## src/sv/hdf_pkg.sv

```systemverilog
`timescale 1ns / 1ps
// ----------------------------------------------------------------------------
// hdf_pkg: shared types and constants of the hashed key dedup filter
// Hash constants, table geometry, controller states and the command and
// status bundles between controller and datapath.
// ----------------------------------------------------------------------------
package hdf_pkg;

  // table geometry, entry count is a power of two
  localparam int unsigned TABLE_ENTRIES = 32768;
  localparam int unsigned ADDR_W        = $clog2(TABLE_ENTRIES);

  // field widths
  localparam int unsigned HASH_W  = 32;
  localparam int unsigned BYTE_W  = 8;
  localparam int unsigned LIMIT_W = 7;

  // fnv-1a constants
  localparam logic [HASH_W-1:0] FNV_BASIS = 32'd2166136261;
  localparam logic [HASH_W-1:0] FNV_PRIME = 32'd16777619;

  // probe limit register
  localparam logic [LIMIT_W-1:0] LIMIT_RESET = 7'd48;
  localparam logic [LIMIT_W-1:0] LIMIT_MAX   = 7'd64;
  localparam logic [LIMIT_W-1:0] LIMIT_MIN   = 7'd1;

  // controller states
  typedef enum logic [1:0] {
    ST_CLEAR,
    ST_IDLE,
    ST_READ,
    ST_CHECK
  } hdf_state_e;

  // controller to datapath
  typedef struct packed {
    logic hash_step;   // fold a non-final byte
    logic key_load;    // fold the final byte, latch key and start slot
    logic clr_wr;      // write zero at the current slot (clearing pass)
    logic key_wr;      // insert the key at the current slot
    logic slot_inc;    // advance the slot with wraparound
    logic cnt_inc;     // count one more examined slot
    logic out_load;    // load the result register
    logic out_new;     // result is a new key
    logic out_exh;     // result is an exhausted probe
  } hdf_cmd_t;

  // datapath to controller
  typedef struct packed {
    logic slot_last;   // slot pointer at the final table entry
    logic hit;         // read entry equals the key
    logic empty;       // read entry is free
    logic at_limit;    // this check uses the last allowed probe
    logic out_full;    // result register still holds a request
  } hdf_sts_t;

endpackage

```

## src/sv/hdf_ctrl.sv

```systemverilog
`timescale 1ns / 1ps
// ----------------------------------------------------------------------------
// hdf_ctrl: controller of the hashed key dedup filter
// Sequences the clearing pass, byte intake and the linear probe walk, and
// drives the datapath by command signals.
// ----------------------------------------------------------------------------
module hdf_ctrl (
  input  logic             clk_i,
  input  logic             rst_ni,
  input  logic             in_valid_i,
  input  logic             in_last_i,
  output logic             in_ready_o,
  input  hdf_pkg::hdf_sts_t sts_i,
  output hdf_pkg::hdf_cmd_t cmd_o
);
  import hdf_pkg::*;

  hdf_state_e state_q, state_d;
  logic       in_fire;

  // a final byte waits while the result register is occupied
  assign in_ready_o = (state_q == ST_IDLE) && !(in_last_i && sts_i.out_full);
  assign in_fire    = in_valid_i && in_ready_o;

  // state register
  always_ff @(posedge clk_i or negedge rst_ni) begin
    if (!rst_ni) begin
      state_q <= ST_CLEAR;
    end else begin
      state_q <= state_d;
    end
  end

  // next state
  always_comb begin
    state_d = state_q;
    case (state_q)
      ST_CLEAR: begin
        if (sts_i.slot_last) state_d = ST_IDLE;
      end
      ST_IDLE: begin
        if (in_fire && in_last_i) state_d = ST_READ;
      end
      ST_READ: begin
        state_d = ST_CHECK;
      end
      ST_CHECK: begin
        if (sts_i.hit || sts_i.empty || sts_i.at_limit) state_d = ST_IDLE;
        else state_d = ST_READ;
      end
      default: state_d = ST_CLEAR;
    endcase
  end

  // command outputs
  always_comb begin
    cmd_o = '0;
    case (state_q)
      ST_CLEAR: begin
        cmd_o.clr_wr   = 1'b1;
        cmd_o.slot_inc = 1'b1;
      end
      ST_IDLE: begin
        cmd_o.hash_step = in_fire && !in_last_i;
        cmd_o.key_load  = in_fire && in_last_i;
      end
      ST_READ: begin
        cmd_o = '0;
      end
      ST_CHECK: begin
        if (sts_i.hit) begin
          cmd_o.out_load = 1'b1;
        end else if (sts_i.empty) begin
          cmd_o.key_wr   = 1'b1;
          cmd_o.out_load = 1'b1;
          cmd_o.out_new  = 1'b1;
        end else if (sts_i.at_limit) begin
          cmd_o.out_load = 1'b1;
          cmd_o.out_exh  = 1'b1;
        end else begin
          cmd_o.slot_inc = 1'b1;
          cmd_o.cnt_inc  = 1'b1;
        end
      end
      default: cmd_o = '0;
    endcase
  end

endmodule

```

## config.mk

```make
export PLATFORM = sky130hd
export DESIGN_NAME = hdf_ctrl
export DESIGN_NICKNAME = d
export VERILOG_FILES = /design/src/sv/hdf_pkg.sv /design/src/sv/hdf_ctrl.sv
export SDC_FILE = /design/constraint.sdc
export NUM_CORES = 1
export LEC_CHECK = 0
export BUFFER_PORTS_ARGS = -buffer_cell sky130_fd_sc_hd__buf_2
export CAP_MARGIN = 20
export CORE_AREA = 2 2 39 41
export DETAILED_ROUTE_END_ITERATION = 10
export DIE_AREA = 0 0 41 43
export PLACE_DENSITY = 0.5
export SYNTH_ARGS = -nofsm -noshare
export SYNTH_HDL_FRONTEND = slang
export SYNTH_SLANG_ARGS = --single-unit
```

## constraint.sdc

```tcl
create_clock -name clk_i -period 1.5 [get_ports clk_i]
set_input_delay 0 -clock clk_i [delete_from_list [all_inputs] [get_ports clk_i]]
set_output_delay 0 -clock clk_i [all_outputs]
set_load 0.005 [all_outputs]
```

---- Yosys cells after proc, flatten, opt, wreduce, memory -nomap -nowiden ----
Index checks and enable logic that the tools add are counted.
Widths: inputs -> output; s select.
storage, ports and cells
  bits in registers ....................... 2
operators by class
  reduce and logical (&&, ||, !) cells .... 11
  mux-type cells .......................... 18
  equality and inequality tests ........... 5
operators by type and width
  cell                number
  $mux 2              7
  $pmux 2 s4          1
  $mux 1              7
  $logic_and 1x1->1   5
  $eq 2x2->1 const B  2
  $mux 4              1
  $mux 3              1
  $eq 2x1->1 const B  1
  $logic_not 1->1     2
  $logic_not 2->1     1
  $logic_or 1x1->1    2
  $ne 2x1->1 const B  1
  $ne 2x2->1 const B  1
  $pmux 1 s2          1
  $reduce_and 2->1    1

---- Longest topological paths before layout ----
  depth after elaboration ................. 7
  depth in mapped cells ................... 5

---- Worst setup path after synthesis ----
No wires, ideal clock.
  kind .................................... register -> register
  start ................................... reg state_q[0]
  end ..................................... reg state_q[0]
  required time ........................... 1.427 ns
  arrival time ............................ 1.326 ns
  period minus slack after synthesis ...... 1.399 ns
  path slack .............................. 0.101 ns
  cell stages (with the launch flop) ...... 6
  path buffers ............................ 0
  cells stage by stage .................... dfrtp_1 > inv_1 > ha_1 > nor2_1 > a221o_1 > a21oi_2
between the ends
  word-level cells in the longest chain between the ends .. 6
RTL lines
  item                               RTL line                        source
  start: declaration                 hdf_ctrl.sv:18                  hdf_state_e state_q, state_d;
  start signal: assignment           hdf_ctrl.sv:30                  state_q <= state_d;
  $eq 2x1->1                         hdf_ctrl.sv:22, hdf_ctrl.sv:37
  $logic_and 1x1->1                  hdf_ctrl.sv:22                  assign in_ready_o = (state_q == ST_IDLE) && !(in_last_i && sts_i.out_full);
  $logic_and 1x1->1                  hdf_ctrl.sv:23                  assign in_fire = in_valid_i && in_ready_o;
  $logic_and 1x1->1                  hdf_ctrl.sv:42                  if (in_fire && in_last_i) state_d = ST_READ;
  $ne 2x1->1 (no source line)        --
  $reduce_and 2->1 (no source line)  --
Several ways; a longest one is shown, not always the timed one.
A chain may end at the register's enable or synchronous reset.

---- Worst setup path in the final report ----
  start ................................... reg state_q[1]
  end ..................................... reg state_q[0]
The elaborated chain is that of the path after synthesis.

==> flow_metrics.tcl <==
set metrics [dict create \
    cp_slowest_cell "dfrtp_1" \
    reg2reg_depth 5 \
    die_area_um2 1760 \
    finalHoldViolCount 0 \
    first_pass_iters 3 \
    vias_per_cell 4.45 \
    ir_worst_vdd_mv 0.575 \
    place_congestion 0.847 \
    worstSkewPairLatency_ps 220 \
    timing.fmax_mhz 707 \
    wirelength_um 666 \
    largest_reg_flops 2 \
    min_period_over_period_pct 94.3 \
    dpl_worst_slack_ps 101 \
    yosysWarnings 0 \
    cts_buffers 3 \
    core_area_um2 1380 \
    ios 19 \
    start_util_pct 20.9 \
    cp_slowest_stage_delay_ps 410 \
    track_usage_pct 9.15 \
    ys_seq_area_share_pct 17.3 \
    tightest_slew_ps 282 \
    hpwl_um 540 \
    path_clk_slew_ps 30 \
    required_ps 1650 \
    tns_ps 0 \
    r2r-end "state_q[0]" \
    fill_cells 148 \
    grt_pass1_vias 294 \
    antenna_left 0 \
    grt_use_met3_pct 3.14 \
    die_y_um 43 \
    io_buffers 18 \
    p_per_area_nw_per_um2 1690 \
    cp_max_fo 7 \
    final_area_um2 455 \
    total_leakage_power_nw 0.252 \
    ys_ff_latch 2 \
    setup_violations 0 \
    reg2reg_slack_ps 90 \
    drtIter0Drc 2 \
    maxSlewHeadroom_pct 81.2 \
    syn_nets 44 \
    diodes 0 \
    cp-start-kind "register" \
    arrival_ps 1560 \
    area_growth_pct 57.6 \
    fin_ws_ps 85.2 \
    place_area_um2 399 \
    rsz0062_at_grt "no" \
    synthCells 31 \
    wl_per_cell_um 9.38 \
    syn_avg_cell_area_um2 9.32 \
    cts_tree "built" \
    die_w_um 41 \
    total_power_mw 0.771 \
    netlist_area_um2 289 \
    vias 316 \
    drive_gt1_share_pct 52.7 \
    status "finished, final reports clean" \
    clk_path_buf_depth 2 \
    grt_first_pass_wirelength_mm 1.07 \
    busiest_layer "met2" \
    slew_viol_final 0 \
    rows 14 \
    cts_max_level 1 \
    use_met2_pct 12.5 \
    root_buffer "clkbuf_4" \
    nets 70 \
    timing.rr.start "state_q[1]" \
    path_class "reg2reg" \
    grt_max_degree 8 \
    cp_cell_sequence "inv_1 > ha_1 > nor2_1 > a221o_1 > a21oi_2" \
    end_kind "register" \
    hold_class "in2async" \
    antenna_found_initial 0 \
    skew_ps 0.144 \
    regMostFlops "state_q" \
    grt_util_met1_pct 10.0 \
    synth_cell_types 17 \
    cap_violations 0 \
    largestRegisters "state_q (2)" \
    gr-total-overflow 0 \
    final_core_util_pct 32.9 \
    cts_sinks 2 \
    period_needed_ps 1410 \
    drc_errors 0 \
]
==> area by class of cell <==
cell class	count	area (um^2)	share of cell area (%)
Tap cell	16	20.0	4.40
Clock buffer	3	22.5	4.95
Multi-Input combinational cell	24	225	49.5
Sequential cell	2	50.0	11.0
Inverter	4	15.0	3.30
Timing Repair Buffer	22	123	26.9
==> cell usage after synthesis <==
master / n / area share, %
nor2_1: 6 / 7.8
a2bb2oi_1: 1 / 3.0
inv_1: 4 / 5.2
nand3b_4: 1 / 6.9
nand2_1: 2 / 2.6
buf_4: 1 / 2.6
dfrtp_1: 2 / 17
a2111oi_4: 1 / 9.5
a21oi_1: 1 / 1.7
and3b_2: 1 / 3.5
o31a_1: 1 / 3.0
a221o_1: 1 / 3.5
nor4b_2: 1 / 5.2
nor3_1: 1 / 1.7
a21oi_2: 1 / 3.0
ha_1: 4 / 17
a221oi_1: 2 / 6.1
==> layout by cell type (no fill, tap or decap), drive strengths merged, types with 2 or more instances in the layout <==
cell type / n
buf: 21
nor2: 6
inv: 4
ha: 4
clkbuf: 3
nand2: 2
a221oi: 2
dfrtp: 2
a21oi: 2
==> per-layer routing <==
metal,vias up,share of wire (%)
met1,148,39
met4,0,0
met5,-,0
met2,6,55
li1,162,-
met3,0,5.4
==> kinds of logic after synthesis <==
kind of cell | synth area share [%]
AO/OA/AOI/OAI | 29.9
adder cells (fa/ha/maj) | 17.3
flip-flops | 17.3
buffers and inverters | 7.79
AND/OR/NAND/NOR | 27.7
==> where the power goes <==
part           total [mW]  switching, mW  internal [mW]  leakage [nW]
clock network       0.116         0.0280         0.0880        0.0138
registers           0.118         0.0326         0.0850        0.0229
logic               0.538          0.264          0.274         0.215
==> timing repair <==
| item | in CTS | in global routing |
|---|---|---|
| setup buffers | 0 | 2 |
| endpoints found under the hold margin | 2 | 0 |
| endpoints found under the setup margin | 0 | 1 |
| resized for setup | 0 | 1 |
| hold buffers | 1 | 0 |
==> how the worst max path moves through the flow <==
stage	end	slack, ps	from
3_3_place_gp	state_q[1]	130	state_q[1]
4_1_cts	cmd_o[4]	20	state_q[1]
2_1_floorplan	state_q[0]	100	state_q[0]
3_5_place_dp	state_q[0]	100	state_q[1]
5_1_grt	cmd_o[4]	4	state_q[1]
6_report	state_q[0]	90	state_q[1]
==> critical path: cells and delay by family, from the launching register on <==
| kind | cells | cell delay, ps |
|---|---|---|
| compound gates | 2 | 410 |
| fa+ha+maj | 1 | 320 |
| buf+inv | 1 | 110 |
| flops | 1 | 410 |
| simple gates | 1 | 70 |
==> metrics by stage <==
stage / hold WS [ps] / instances
after floorplan: -296 / 31
final: 96.0 / 71
after CTS: 82.0 / 69
after detailed placement: -212 / 65
after global placement: -209 / 65
after global routing: 102 / 71
(Power assumes the default switching activity.)
